$ cat src/rtl/core/tsc_pkg.sv
`timescale 1ns / 1ps
// ----------------------------------------------------------------------------
// tsc_pkg
// Shared types, codes and helpers for the Maclaurin sine/cosine/tangent/cotangent block.
// ----------------------------------------------------------------------------
package tsc_pkg;

    // operation codes
    localparam logic [1:0] KIND_SIN = 2'd0;
    localparam logic [1:0] KIND_COS = 2'd1;
    localparam logic [1:0] KIND_TAN = 2'd2;
    localparam logic [1:0] KIND_COT = 2'd3;

    // divider: 23 integer and 25 fraction quotient bits, one per cell
    localparam int DIV_STEPS = 48;
    localparam int REM_W     = 88;

    localparam logic [47:0] VAL_MAXPOS = 48'h7FFF_FFFF_FFFF;
    localparam logic [47:0] VAL_MINNEG = 48'h8000_0000_0000;

    typedef struct packed {
        logic [1:0]  kind;
        logic [31:0] angle;
        logic        neg;
        logic [63:0] x2;      // |x|^2 in Q56
    } tsc_side_t;

    typedef struct packed {
        logic [63:0] m;       // term magnitude, Q40
        logic [63:0] s;       // running sum, two's complement Q40
    } tsc_lane_t;

    typedef struct packed {
        logic [REM_W-1:0]     rem;
        logic [REM_W-1:0]     den;
        logic [DIV_STEPS-1:0] quo;
    } tsc_div_t;

    typedef struct packed {
        logic [31:0] angle;
        logic        trig;    // plain sine or cosine
        logic [47:0] tval;
        logic        tsat;
        logic        zero;
        logic        dsat;
        logic        qneg;
    } tsc_fin_t;

    typedef struct packed {
        logic [47:0] value;
        logic        sat;
    } tsc_clip_t;

    function automatic logic [63:0] mag64(input logic [63:0] v);
        return v[63] ? (~v + 64'd1) : v;
    endfunction

    // signed magnitude to Q23.24, clipped
    function automatic tsc_clip_t clip_q24(input logic neg, input logic [63:0] mag);
        tsc_clip_t res;
        res.sat   = 1'b0;
        res.value = neg ? (~mag[47:0] + 48'd1) : mag[47:0];
        if (!neg && mag > {16'd0, VAL_MAXPOS})
        begin
            res.sat   = 1'b1;
            res.value = VAL_MAXPOS;
        end
        else if (neg && mag > {16'd0, VAL_MINNEG})
        begin
            res.sat   = 1'b1;
            res.value = VAL_MINNEG;
        end
        return res;
    endfunction

endpackage

$ cat src/rtl/core/tsc_div_cell.sv
`timescale 1ns / 1ps
// ----------------------------------------------------------------------------
// tsc_div_cell
// One restoring division step: trial subtract, keep or restore, shift.
// ----------------------------------------------------------------------------
module tsc_div_cell (
    input  logic              clk,
    input  logic              en,
    input  tsc_pkg::tsc_div_t step,
    input  tsc_pkg::tsc_fin_t fin,
    output tsc_pkg::tsc_div_t step_fwd,
    output tsc_pkg::tsc_fin_t fin_fwd
);

    logic [tsc_pkg::REM_W:0]   diff;
    logic                      ge;
    logic [tsc_pkg::REM_W-1:0] rem_sel;
    tsc_pkg::tsc_div_t         step_reg, step_next;
    tsc_pkg::tsc_fin_t         fin_reg;

    always_comb
    begin
        diff      = {1'b0, step.rem} - {1'b0, step.den};
        ge        = !diff[tsc_pkg::REM_W];
        rem_sel   = ge ? diff[tsc_pkg::REM_W-1:0] : step.rem;
        step_next.rem = {rem_sel[tsc_pkg::REM_W-2:0], 1'b0};
        step_next.den = step.den;
        step_next.quo = {step.quo[tsc_pkg::DIV_STEPS-2:0], ge};
    end

    always_ff @(posedge clk)
    begin
        if (en)
        begin
            step_reg <= step_next;
            fin_reg  <= fin;
        end
    end

    assign step_fwd = step_reg;
    assign fin_fwd  = fin_reg;

endmodule

$ cat config.mk
export PLATFORM = sky130hd
export DESIGN_NAME = tsc_div_cell
export DESIGN_NICKNAME = d
export VERILOG_FILES = /design/src/rtl/core/tsc_pkg.sv /design/src/rtl/core/tsc_div_cell.sv
export SDC_FILE = /design/constraint.sdc
export NUM_CORES = 1
export LEC_CHECK = 0
export BUFFER_PORTS_ARGS = -buffer_cell sky130_fd_sc_hd__buf_2
export CORE_AREA = 2 2 239 241
export DETAILED_ROUTE_END_ITERATION = 6
export DIE_AREA = 0 0 241 243
export SYNTH_ARGS = -nofsm -noshare
export SYNTH_HDL_FRONTEND = slang
export SYNTH_SLANG_ARGS = --single-unit
export TNS_END_PERCENT = 5
$ cat constraint.sdc
create_clock -name clk -period 3.79 [get_ports clk]
set_input_delay 0.5685 -clock clk [delete_from_list [all_inputs] [get_ports clk]]
set_output_delay 0.5685 -clock clk [all_outputs]
set_load 0.01 [all_outputs]
==> out/results.ini <==
[run_status]
outcome = finished clean

[floorplanning]
start_util_pct = 27.92
dieArea_um2 = 58560
core_area_um2 = 55950
die_h_um = 243
die_w_um = 241
fp-row-count = 87
io_pins = 620

[sta]
rsz0062_at_grt = no
final.min_clock_period_ps = 3547
setup_ws_ps = 243.1
finalSetupViolations = 0
max_freq_mhz = 281.9
fin_crit_sh_pct = 93.59
hold_violations = 0
relSlewSlack_pct = 41.37
tns_ps = 0
slew_violations = 0
max_slew.worst_pin.slew_ps = 879.5

[logic_synthesis]
synth_compound_area_share_pct = 14.88
yosysWarnings = 0
ys_seq_area_share_pct = 59.20
ys_top_cells_by_count = 308 x edfxtp_1, 177 x nand2_1, 154 x o21ai_0, 115 x a21oi_1, 111 x inv_1
synth_most_common_cell = edfxtp_1
syn_inst = 1378
ys_ff_latch = 308
synthXorXnorAreaFrac_pct = 4.653
synth_top_family_by_area = compound AO/OA/AOI/OAI gates
synth_async_sr_flop_share_pct = 0
netlist_area_um2 = 15620
syn-num-nets = 1778
avgSynthCellArea_um2 = 11.34
synthAdderAreaFrac_pct = 7.175
synth_mux_area_share_pct = 0.2162
synth_area_leaders = edfxtp_1 59%, ha_1 7.0%, o21ai_0 4.9%, nand2_1 4.3%, a21oi_1 3.7%
synthFlopType = edfxtp_1
synth_edf_count = 308
synth_cell_type_count = 61
synth_top_area_share_pct = 59.20
synth-simple-area-share_pct = 9.874
synth_top_cell_by_area = edfxtp_1

[placement]
dpl-instance-area_um2 = 21020
place_congestion = 0.8811
portBuffers = 617
pre_cts_ws_ps = -611.9
place_inst = 2894
detailed_place_hpwl_mm = 47.06

[finish]
nNetsFinal = 2576
finalNonFillerCells = 2963
area_growth_pct = 42.17
drive_gt1_share_pct = 40.36
final_area_um2 = 22210

[hold_path]
whs_path_depth = 1
min-delay-start = step[44]
min_to = step_fwd[45]
hp-class = input pin to flip-flop

[clock_tree]
cts_tree = done
numCtsBuffers = 36
max-clock-path-buffers = 3
path_clk_slew_ps = 60
root_buffer = clkbuf_16
clock_sinks = 308
cts_max_level = 2

[route]
viasPerCell = 4.652
vias = 13780
dr.pass1.iters = 5
drtAntennaViolNets = 0
drtIter0Drc = 646
wl_mm = 57.11
drt-wirelength-per-cell_um = 19.28
drc = 0

[critical_path]
arrival_ps = 3820
worst-path-max-fanout = 51
critPathLaunchType = input pin
worstPathRequired_ps = 4070
crit_type = input pin to flip-flop
endpoint_kind = flip-flop

[global_route]
grt_max_degree = 100
track_usage_pct = 18.58
grt_pass1_vias = 13950
overflow = 0
grt_pass1_wl_mm = 82.05
antenna_found_initial = 22

[power_and_ir_drop]
power_leakage_nw = 10.01
ir_drop_mv = 0.3381
powerDensity_nw_per_um2 = 447.1
p_total_mw = 9.931

[job]
drv_cap = 0

==> power breakdown <==
part	internal (mW)	total [mW]	leakage, nW	switching, mW
logic	0.996	2.32	6.45	1.33
clock network	1.95	3.36	0.546	1.41
registers	4.15	4.25	3.01	0.0951
==> logic make-up (layout without fill, tap and decap cells) <==
logic type,after synthesis,in the layout
multiplexers,3,3
other,1,8
XOR/XNOR,83,83
AND/OR/NAND/NOR,344,344
buffers and inverters,159,981
adder cells (fa/ha/maj),89,89
AO/OA/AOI/OAI,391,391
flip-flops,308,308
==> per-stage QoR <==
step / utilization [%] / hold slack, ps
CTS: 39.57 / 151.4
global placement: 37.56 / 745.0
finish: 39.70 / 199.3
global route: 39.69 / 163.8
floorplan: - / 667.4
detailed placement: 37.56 / 746.6
==> timing repair <==
item / in CTS / in global routing
endpoints found under the setup margin: 1 / 66
pin swaps: 0 / 3
gates resized for setup: 1 / 14
setup buffers: 0 / 0
hold buffers: 0 / 0
==> registers in the layout (all words and copies together), names as in the netlist <==
| signal | flops |
|---|---|
| step_fwd | 223 |
| fin_fwd | 85 |
==> routing by layer <==
layer,wire length [µm],part of all wire (%),up-vias,global-route usage (%)
met3,4914,8.6,110,5.641
met2,28450,50,520,33.17
met4,1725,3.0,26,6.100
li1,-,-,6646,-
met1,21840,38,6482,20.89
met5,176,0.31,-,0
==> cells in the final DEF (no fill, tap or decap), types with 12 or more instances in the layout <==
cell	count
ha_1	88
xnor2_1	49
o21bai_1	12
edfxtp_1	308
a21o_1	35
inv_1	111
nand4_1	30
a21oi_1	115
buf_2	616
nand3_1	17
clkbuf_16	36
nand2_1	177
buf_4	183
xor2_1	34
o21ai_0	152
nor2_1	62
==> worst max-delay path by stage <==
| stage | start | to | slack (ps) | cells past startpoint |
|---|---|---|---|---|
| global placement | step[136] | step_fwd[216] | -530 | 18 |
| detailed placement | step[51] | step_fwd[223] | -610 | 17 |
| CTS | step[49] | step_fwd[216] | 20 | 17 |
| global route | step[49] | step_fwd[216] | 20 | 17 |
| finish | step[48] | step_fwd[177] | 240 | 20 |
| floorplan | step[136] | step_fwd[208] | 190 | 17 |
==> worst max-delay path: stages <==
cell	delay, ps
buf_2	110
ha_1	220
fa_2	370
nand2b_1	180
a21oi_1	150
buf_4	150
o21bai_2	90
a211oi_2	220
buf_4	140
o211ai_1	120
a21oi_1	200
o21ai_0	110
buf_4	160
a211oi_2	210
buf_4	150
o22ai_4	90
buf_12	190
buf_4	180
nand2_1	50
o21ai_0	90
==> cell type report <==
cell class,count,area [µm²]
Clock buffer,39,912.1
Inverter,111,416.7
Sequential cell,308,9249
Fill cell,5595,33740
Antenna cell,7,17.52
Multi-Input combinational cell,911,5836
Tap cell,756,945.9
Clock inverter,23,203.9
Timing Repair Buffer,808,4632
No activity file was read; power rests on OpenSTA's default activity.
